==> config.mk <==
export PLATFORM = sky130hd
export DESIGN_NAME = lbh_stats
export DESIGN_NICKNAME = d
export VERILOG_FILES = /design/src/rtl/log_bucket_histogram_defines.svh /design/src/rtl/lbh_pkg.sv /design/src/rtl/lbh_stats.sv
export SDC_FILE = /design/constraint.sdc
export NUM_CORES = 1
export LEC_CHECK = 0
export BUFFER_PORTS_ARGS = -buffer_cell sky130_fd_sc_hd__buf_2
export CELL_PAD_IN_SITES_DETAIL_PLACEMENT = 1
export CELL_PAD_IN_SITES_GLOBAL_PLACEMENT = 2
export CORE_ASPECT_RATIO = 0.7
export CORE_UTILIZATION = 34
export CTS_CLUSTER_SIZE = 8
export DETAILED_ROUTE_END_ITERATION = 10
export GPL_TIMING_DRIVEN = 0
export PLACE_DENSITY_LB_ADDON = 0.1
export SLEW_MARGIN = 20
export SYNTH_ARGS = -nofsm -noshare
export SYNTH_HDL_FRONTEND = slang
export SYNTH_SLANG_ARGS = --single-unit
==> constraint.sdc <==
create_clock -name clk -period 3.87 [get_ports clk]
set_input_delay 0.1935 -clock clk [delete_from_list [all_inputs] [get_ports clk]]
set_output_delay 0.1935 -clock clk [all_outputs]
set_load 0.1 [all_outputs]
==> src/rtl/log_bucket_histogram_defines.svh <==
// Assertion macros used by the histogram RTL.
`ifndef LOG_BUCKET_HISTOGRAM_DEFINES_SVH
`define LOG_BUCKET_HISTOGRAM_DEFINES_SVH

// Same-cycle implication, sampled on clk, off during reset.
`define LBH_ASSERT_NOW(lbl, ante, cons, msg) \
  lbl: assert property (@(posedge clk) disable iff (!rst_n) (ante) |-> (cons)) \
    else $error(msg);

// Next-cycle implication, sampled on clk, off during reset.
`define LBH_ASSERT_NEXT(lbl, ante, cons, msg) \
  lbl: assert property (@(posedge clk) disable iff (!rst_n) (ante) |=> (cons)) \
    else $error(msg);

`endif

==> src/rtl/lbh_pkg.sv <==
// Types, constants and the bucket bound table of the log bucket histogram.
`default_nettype none

package lbh_pkg;

  localparam int DECADES   = 12;
  localparam int NREG      = 10 * DECADES;
  localparam int NCNT      = NREG + 1;
  localparam int LIN_MAX   = 10;
  localparam int BKT_W     = 7;
  localparam int VAL_W     = 64;
  localparam int CFG_IDX_W = 2;
  localparam int NBOUNDS   = 121;

  localparam int IN_DATA_W  = 72;
  localparam int OUT_DATA_W = 392;

  localparam logic OP_ENTER = 1'b0;
  localparam logic OP_READ  = 1'b1;

  localparam logic [CFG_IDX_W-1:0] REG_LOG_SCALE    = 2'd0;
  localparam logic [CFG_IDX_W-1:0] REG_BUCKETS      = 2'd1;
  localparam logic [CFG_IDX_W-1:0] REG_SAMPLE_LIMIT = 2'd2;

  typedef struct packed {
    logic [VAL_W-1:0] count;
    logic [VAL_W-1:0] sum;
    logic [VAL_W-1:0] smallest;
    logic [VAL_W-1:0] largest;
    logic [VAL_W-1:0] over;
  } lbh_stats_t;

  localparam logic [VAL_W-1:0] BOUNDS [NBOUNDS] = '{
    64'd0, 64'd1, 64'd2, 64'd3, 64'd4, 64'd5, 64'd6, 64'd7, 64'd8, 64'd9, 64'd10,
    64'd12, 64'd15, 64'd19, 64'd25, 64'd31, 64'd39, 64'd50, 64'd63, 64'd79, 64'd100,
    64'd125, 64'd158, 64'd199, 64'd251, 64'd316, 64'd398, 64'd501, 64'd630, 64'd794,
    64'd1000,
    64'd1258, 64'd1584, 64'd1995, 64'd2511, 64'd3162, 64'd3981, 64'd5011, 64'd6309,
    64'd7943, 64'd10000,
    64'd12589, 64'd15848, 64'd19952, 64'd25118, 64'd31622, 64'd39810, 64'd50118,
    64'd63095, 64'd79432, 64'd100000,
    64'd125892, 64'd158489, 64'd199526, 64'd251188, 64'd316227, 64'd398107,
    64'd501187, 64'd630957, 64'd794328, 64'd1000000,
    64'd1258925, 64'd1584893, 64'd1995262, 64'd2511886, 64'd3162277, 64'd3981071,
    64'd5011872, 64'd6309573, 64'd7943282, 64'd10000000,
    64'd12589254, 64'd15848931, 64'd19952623, 64'd25118864, 64'd31622776,
    64'd39810717, 64'd50118723, 64'd63095734, 64'd79432823, 64'd100000000,
    64'd125892541, 64'd158489319, 64'd199526231, 64'd251188643, 64'd316227766,
    64'd398107170, 64'd501187233, 64'd630957344, 64'd794328234, 64'd1000000000,
    64'd1258925411, 64'd1584893192, 64'd1995262314, 64'd2511886431, 64'd3162277660,
    64'd3981071705, 64'd5011872336, 64'd6309573444, 64'd7943282347, 64'd10000000000,
    64'd12589254117, 64'd15848931924, 64'd19952623149, 64'd25118864315,
    64'd31622776601, 64'd39810717055, 64'd50118723362, 64'd63095734448,
    64'd79432823472, 64'd100000000000,
    64'd125892541179, 64'd158489319246, 64'd199526231496, 64'd251188643150,
    64'd316227766016, 64'd398107170553, 64'd501187233627, 64'd630957344480,
    64'd794328234724, 64'd1000000000000
  };

endpackage

`default_nettype wire

==> src/rtl/lbh_stats.sv <==
// Summary registers: sample count, sum, min, max and over-limit count.
`default_nettype none

module lbh_stats
  import lbh_pkg::*;
(
  input  wire logic             clk,
  input  wire logic             rst_n,
  input  wire logic             upd,
  input  wire logic [VAL_W-1:0] sample,
  input  wire logic             lim_clr,
  input  wire logic [VAL_W-1:0] sample_limit,
  output lbh_stats_t            stats_nxt
);

  lbh_stats_t stats_r;

  always_comb begin
    stats_nxt = stats_r;
    if (upd) begin
      stats_nxt.count = stats_r.count + VAL_W'(1);
      stats_nxt.sum   = stats_r.sum + sample;
      if (sample < stats_r.smallest) begin
        stats_nxt.smallest = sample;
      end
      if (sample > stats_r.largest) begin
        stats_nxt.largest = sample;
      end
      if (sample_limit != '0 && sample > sample_limit) begin
        stats_nxt.over = stats_r.over + VAL_W'(1);
      end
    end
    if (lim_clr) begin
      stats_nxt.over = '0;
    end
  end

  always_ff @(posedge clk) begin
    if (!rst_n) begin
      stats_r.count    <= '0;
      stats_r.sum      <= '0;
      stats_r.smallest <= '1;
      stats_r.largest  <= '0;
      stats_r.over     <= '0;
    end else begin
      stats_r <= stats_nxt;
    end
  end

endmodule

`default_nettype wire

# Word-level counts from Yosys, hierarchy flattened
# Index checks and enable logic that the tools add are counted.
[totals] ff_bits=320 latch_bits=0 mem_bits_rw=0 mem_bits_ro=0 output_inout_bits=320 memories=0
[classes] addsub=3 mul=0 div_mod_pow=0 n_lt_le_gt_ge=3 n_eq_ne=0 shifts=0 mux=5 bitwise=0 n_reduce_logical=2
[op_table] op="$mux 320" count=1
[op_table] op="$mux 64" count=4
[op_table] op="$add 64x1->64 const B" count=2
[op_table] op="$gt 64x64->1" count=2
[op_table] op="$add 64x64->64" count=1
[op_table] op="$lt 64x64->1" count=1
[op_table] op="$reduce_bool 64->1" count=1
[op_table] op="$logic_and 1x1->1" count=1

# Logic depth before layout (Yosys ltp)
# Gate-level depths: netlist of the first run.
[depth] word_depth=5 ltp_mapped=14 mapped_depth_nobuf=12

# Worst setup path after synthesis of the first run
# No wires, ideal clock.
[synth_path] kind="register to output" start="register stats_r[192] (netlist bit)" end="output port stats_nxt[218] (netlist bit)" t_arrival_ns=4.523 path_slack_ns=-0.846 stages_incl_launch_ff=13 n_path_buf=0 path_cell_list="dfxtp_1 ha_1 inv_1 fa_1 nor2b_1 o2111ai_1 a21o_1 o31ai_1 a31o_2 a21oi_1 o31ai_1 xnor2_1 o21ai_0"
[synth_rtl] item="start: declaration" line_no="lbh_stats.sv:16" text="lbh_stats_t stats_r;"
[synth_rtl] item="start signal: assignment" line_no="lbh_stats.sv:46" text="stats_r <= stats_nxt;"
[synth_rtl] item="end: declaration" line_no="lbh_stats.sv:13" text="output lbh_stats_t stats_nxt"

==> impl_metrics.json, run 1 <==
{
  "status": "finished with violations",
  "violations": "negative setup slack",
  "cp.required_ns": 3.68,
  "avgRoutedWirePerCell_um": 24.0,
  "max_slew_margin_pct": 21.7,
  "grt_max_degree": 13,
  "setup_slack_ns": -0.291,
  "htree_num_levels": 2,
  "pre_cts_slack_ns": -1.09,
  "placed_cells": 4446,
  "start_util_pct": 34.4,
  "fillers": 8361,
  "ys_ff_latch": 320,
  "antenna_found_initial": 2,
  "async_reset_ff_share_pct": 0,
  "die_x_um": 324,
  "routed_wl_mm": 111,
  "finalSetupViolCount": 81,
  "crit_arrival_ns": 3.97,
  "grt_pass1_wl_mm": 162,
  "clk_latency_ns": 0.60,
  "grt_pass1_vias": 26200,
  "regMostFlops": "stats_r",
  "worst_slew_pin_slew_ns": 1.17,
  "cts_tree": "yes",
  "fin_skew_ns": 0.0238,
  "final_cells": 4638,
  "synth-edff-count": 0,
  "numCtsBuffers": 46,
  "yosysWarnings": 0,
  "design.core.area_sq_um": 71600,
  "globalRouteOverflowTotal": 0,
  "postSynthNetCount": 3418,
  "syn_inst": 3029,
  "hold_viol": 0,
  "fmax_mhz": 240,
  "reg.largest.list": "stats_r: 320 flops",
  "drive_above_1_share_pct": 30.8,
  "route.vias.total": 25500,
  "vias_per_cell": 5.49,
  "drc": 0,
  "antenna_cells": 0,
  "drtIter0Drc": 1345,
  "fp.dieH_um": 227,
  "track_usage_pct": 29.1,
  "peakVddDrop_mv": 0.616,
  "tns_ns": -10.95,
  "clockBufferDepth": 3,
  "gp_congestion": 0.905,
  "reg2reg_from": "stats_r[161]$_SDFF_PN1_",
  "place_area_sq_um": 28200,
  "cp-end-kind": "output port",
  "final_common_cell": "dfxtp_1",
  "whs_ns": 0.0161,
  "design.die.area_sq_um": 73500,
  "rsz0062_at_grt": "true",
  "cts-root-buf": "clkbuf_16",
  "setup.worst_path.start": "stats_r[192]$_SDFF_PN0_",
  "slew_viol_final": 0,
  "final_cell_mix": "dfxtp_1, nor2_1, nand2_1",
  "yosysSeqAreaShare_pct": 26.0,
  "areaGrowthSynthToFinish_pct": 41.8,
  "hp-class": "in -> reg",
  "place_hpwl_mm": 84.0,
  "critPathMaxFanout": 5,
  "layout_min_cycle_time_ns": 4.16,
  "max_cap_violations": 0,
  "rows": 82,
  "crit_path_start_kind": "flop",
  "leakage_nw": 16.1,
  "postRouteAntennaNets": 0,
  "synth_cell_types": 81,
  "cts.sinks": 320,
  "largest_reg_flops": 320,
  "min-delay-start": "sample[14]",
  "finalInstanceArea_sq_um": 34900,
  "min_period_over_period_pct": 108,
  "drt-pass1-iter-count": 5,
  "worstSetupPathType": "reg -> out",
  "ys.flop_type": "dfxtp_1",
  "syn_avg_cell_area_sq_um": 8.13,
  "clk_pin_slew_worst_paths_ns": 0.06,
  "io_buffer_count": 450,
  "syn-cell-area_sq_um": 24600,
  "power_density_nw_per_um2": 487,
  "fin_nets": 4056,
  "design.portCount": 452
}
[final cells by class]
cell class | count | area [sq um] | area share [%]
timing repair buffer | 612 | 5770 | 16.5
tap | 966 | 1210 | 3.46
clock buffer | 51 | 1230 | 3.53
sequential | 320 | 6430 | 18.4
clock inverter | 2 | 32.5 | 0.0931
inverter | 223 | 837 | 2.40
multi-input combinational | 2338 | 18600 | 53.3
buffer | 126 | 810 | 2.32
[where the power goes]
| group | internal [mW] | total (mW) | switching (mW) |
|---|---|---|---|
| clock network | 2.21 | 3.83 | 1.62 |
| registers | 3.56 | 3.77 | 0.211 |
| logic | 3.13 | 9.40 | 6.27 |
| total | 8.91 | 17.0 | 8.11 |
[cell usage after synthesis (56+ instances only)]
cell        n  share of area [%]
nor2_1    327                5.0
o21ai_0    77                1.6
mux2i_1   148                6.0
inv_1     223                3.4
a21o_1     92                2.8
nand2_1   279                4.3
clkbuf_1  112                1.7
xor2_1     92                3.3
dfxtp_1   320                 26
a21oi_1   148                3.0
ha_1      256                 13
xnor2_1    66                2.3
and2_1    132                3.4
nand4_1    88                2.2
nand3_1    56                1.1
mux2_2    171                7.8
[worst max-delay path: stages (launching register included)]
cell and delay [ns]:
dfxtp_2 0.34, ha_4 0.18, inv_2 0.05, fa_2 0.40
nor2b_4 0.15, o2111ai_2 0.15, a21o_1 0.26, o31ai_4 0.42
a2111o_1 0.25, buf_12 0.13, a31oi_4 0.14, nand4_1 0.16
o41ai_2 0.12, or3_4 0.43, buf_12 0.18
[per-stage QoR]
stage / util, % / power, mW
6_report: 48.8 / 17.0
5_1_grt: 48.8 / 17.6
4_1_cts: 46.5 / 16.4
3_5_place_dp: 39.4 / 11.2
3_3_place_gp: 39.4 / 11.1
2_1_floorplan: - / 9.50
[layer usage]
metal / up-vias / track usage (%) / part of all wire, %
met5: - / 0 / 0.012
met4: 2 / 7.55 / 2.8
met3: 163 / 3.45 / 4.6
met2: 615 / 46.5 / 45
met1: 12800 / 41.1 / 48
li1: 11900 / - / -
[what timing repair did]
item / in CTS / in global routing
endpoints found under the setup margin: 376 / 245
pin swaps: 78 / 75
resized for setup: 707 / 342
setup buffers: 70 / 31
hold endpoints to repair: 60 / 0
cloned: 4 / 8
hold buffers: 51 / 0
[worst paths after layout]
check        cells past startpoint  slack [ns]                 endpoint
max                             14       -0.29           stats_nxt[242]
min                              3        0.02   stats_r[78]$_SDFF_PN0_
max reg2reg                     15        0.36  stats_r[128]$_SDFF_PN1_
min reg2reg                      2        0.47   stats_r[96]$_SDFF_PN0_
[cell families (layout without fill, tap and decap cells)]
logic type | Yosys count | after routing | synth area share [%]
adders and majority gates | 257 | 257 | 13.1
and+or+nand+nor | 1086 | 1086 | 21.5
AOI/OAI and AO/OA | 514 | 515 | 14.0
DFF | 320 | 320 | 26.0
xor gates and xnor gates | 159 | 159 | 5.69
buffers and inverters | 372 | 1014 | 5.80
muxes | 321 | 321 | 13.9
Power figures use the tool's default switching activity.
==> inputs of run 2 (changes only) <==
--- a/config.mk
+++ b/config.mk
@@ -6,14 +6,11 @@
 export NUM_CORES = 1
 export LEC_CHECK = 0
 export BUFFER_PORTS_ARGS = -buffer_cell sky130_fd_sc_hd__buf_2
-export CELL_PAD_IN_SITES_DETAIL_PLACEMENT = 1
-export CELL_PAD_IN_SITES_GLOBAL_PLACEMENT = 2
 export CORE_ASPECT_RATIO = 0.7
-export CORE_UTILIZATION = 34
+export CORE_UTILIZATION = 35
 export CTS_CLUSTER_SIZE = 8
 export DETAILED_ROUTE_END_ITERATION = 10
 export GPL_TIMING_DRIVEN = 0
-export PLACE_DENSITY_LB_ADDON = 0.1
 export SLEW_MARGIN = 20
 export SYNTH_ARGS = -nofsm -noshare
 export SYNTH_HDL_FRONTEND = slang
==> impl_metrics.json, run 2 (same netlist as run 1, synthesis figures left out) <==
{
  "max_slew_margin_pct": 28.4,
  "crit_path_start_kind": "flop",
  "hold_viol": 0,
  "place_hpwl_mm": 73.6,
  "cpMostUsedCell": "buf_6",
  "path_buf_inv": 4,
  "route.vias.total": 25100,
  "track_usage_pct": 26.6,
  "status": "finished with violations",
  "crit_family": "compound AO/OA/AOI/OAI gates",
  "worstPathCellList": "ha_4, inv_2, fa_2, nor2b_4, o2111ai_2, a21o_1, buf_6, o31ai_4, a2111o_1, buf_6, a31oi_4, nand4_1, o41ai_2, or3_4, buf_12",
  "rows": 80,
  "postRouteAntennaNets": 0,
  "cts-root-buf": "clkbuf_16",
  "die_x_um": 319,
  "violations": "negative setup slack",
  "clk_latency_ns": 0.61,
  "drc": 0,
  "fin_nets": 4075,
  "fin_util_pct": 50.6,
  "gp_congestion": 0.954,
  "worst_slew_pin_slew_ns": 1.07,
  "grt_max_degree": 13,
  "vias_per_cell": 5.47,
  "regMostFlops": "stats_r",
  "numCtsBuffers": 46,
  "htree_num_levels": 2,
  "largest_reg_flops": 320,
  "crit_arrival_ns": 3.94,
  "cpPeakStageDelay_ns": 0.44,
  "power_density_nw_per_um2": 480,
  "leakage_nw": 16.1,
  "slew_viol_final": 0,
  "peakVddDrop_mv": 0.377,
  "start_util_pct": 35.8,
  "design.portCount": 452,
  "grt_pass1_wl_mm": 145,
  "clockBufferDepth": 3,
  "clk_pin_slew_worst_paths_ns": 0.05,
  "final_cell_mix": "dfxtp_1, nor2_1, nand2_1",
  "hp-class": "in -> reg",
  "setup_slack_ns": -0.268,
  "drtIter0Drc": 2332,
  "critPathMaxFanout": 5,
  "cts_tree": "yes",
  "max_cap_violations": 0,
  "globalRouteOverflowTotal": 0,
  "layout_min_cycle_time_ns": 4.14,
  "design.core.area_sq_um": 68900,
  "grt_pass1_vias": 23300,
  "p_total_mw": 16.7,
  "rsz0062_at_grt": "true",
  "slowest_stage": "or3_4",
  "drt-pass1-iter-count": 5,
  "worstSetupPathType": "reg -> out",
  "antenna_found_initial": 2,
  "min_period_over_period_pct": 107,
  "io_buffer_count": 450,
  "routed_wl_mm": 101,
  "fillers": 6498,
  "fmax_mhz": 242,
  "fin_skew_ns": 0.0342,
  "drive_above_1_share_pct": 30.9,
  "cp.required_ns": 3.68,
  "avgRoutedWirePerCell_um": 22.0,
  "final_common_cell": "dfxtp_1",
  "fp.dieH_um": 224,
  "cts.sinks": 320,
  "reg.largest.list": "stats_r: 320 flops",
  "areaGrowthSynthToFinish_pct": 41.5,
  "cp-end-kind": "output port",
  "design.die.area_sq_um": 71400,
  "finalSetupViolCount": 34
}
-- run 2: cell count changes in the layout (fill, tap and decap cells not counted), sizes merged --
cell,previous run,this run
diode,0,1
dlymetal6s2s,0,1
buf,576,586
dlygate4sd3,51,62
-- run 2: what timing repair did --
item,in CTS,in global routing
gates resized for setup,651,363
endpoints found under the hold margin,87,0
hold buffers,62,0
setup buffers,63,55
pin swaps,76,86
endpoints found under the setup margin,285,242
cloned,4,4
-- run 2: path summary, 6_finish.rpt --
kind / from / endpoint / slack (ns) / depth (start not counted)
worst max-delay path: stats_r[192]$_SDFF_PN0_ / stats_nxt[242] / -0.27 / 15
worst min-delay path: sample[25] / stats_r[153]$_SDFF_PN1_ / 0.02 / 3
worst max register to register: stats_r[97]$_SDFF_PN0_ / stats_r[108]$_SDFF_PN0_ / 0.42 / 17
worst min register to register: stats_r[113]$_SDFF_PN0_ / stats_r[113]$_SDFF_PN0_ / 0.47 / 2
-- run 2: metrics by stage --
step	TNS (ns)	hold slack, ns	instances	area (sq um)	setup slack (ns)
global route	-9.84	0.0238	4596	34800	-0.401
detailed placement	-112.34	0.465	4382	28200	-0.813
finish	-2.30	0.0158	4597	34800	-0.268
floorplan	-0.0919	0.336	3029	24800	-0.0919
global placement	-121.65	0.450	4381	28200	-0.808
CTS	-3.35	0.00219	4553	33000	-0.241
-- run 2: cell type report --
| cell class | count | area, sq um | share of cell area, % |
|---|---|---|---|
| repair buffers | 634 | 5890 | 16.9 |
| inverters | 223 | 837 | 2.40 |
| multi-input cells | 2338 | 18600 | 53.3 |
| flip-flops and latches | 320 | 6430 | 18.5 |
| well taps | 902 | 1130 | 3.24 |
| clock inverters | 2 | 32.5 | 0.0934 |
| diodes | 1 | 2.50 | 0.00718 |
| clock buffers | 54 | 1210 | 3.48 |
| plain buffers | 123 | 738 | 2.12 |
-- run 2: worst reg2reg max path: stages (launching register included) --
cell       delay [ns]
dfxtp_2          0.33
inv_2            0.04
ha_4             0.21
a21o_1           0.17
a21o_1           0.16
a21o_1           0.17
a211oi_2         0.26
o21ai_2          0.10
a21o_1           0.19
a211oi_4         0.38
a21oi_4          0.16
buf_4            0.17
buf_6            0.12
clkbuf_16        0.15
buf_4            0.15
buf_4            0.16
buf_2            0.23
mux2i_1          0.17
-- run 2: power breakdown --
group          switching (mW)  leakage [nW]  internal [mW]  total [mW]
Combinational            6.13          12.9           3.02        9.15
Clock                    1.63         0.607           2.17        3.81
Sequential              0.216          2.62           3.56        3.78
Total                    7.98          16.1           8.75        16.7
-- run 2: layer usage --
metal / up-vias / GRT usage, % / wire, um
met2: 1022 / 38.4 / 41900
met3: 136 / 6.72 / 9340
li1: 12000 / - / -
met5: - / 0 / 45
met4: 2 / 7.37 / 2730
met1: 12000 / 38.6 / 47100
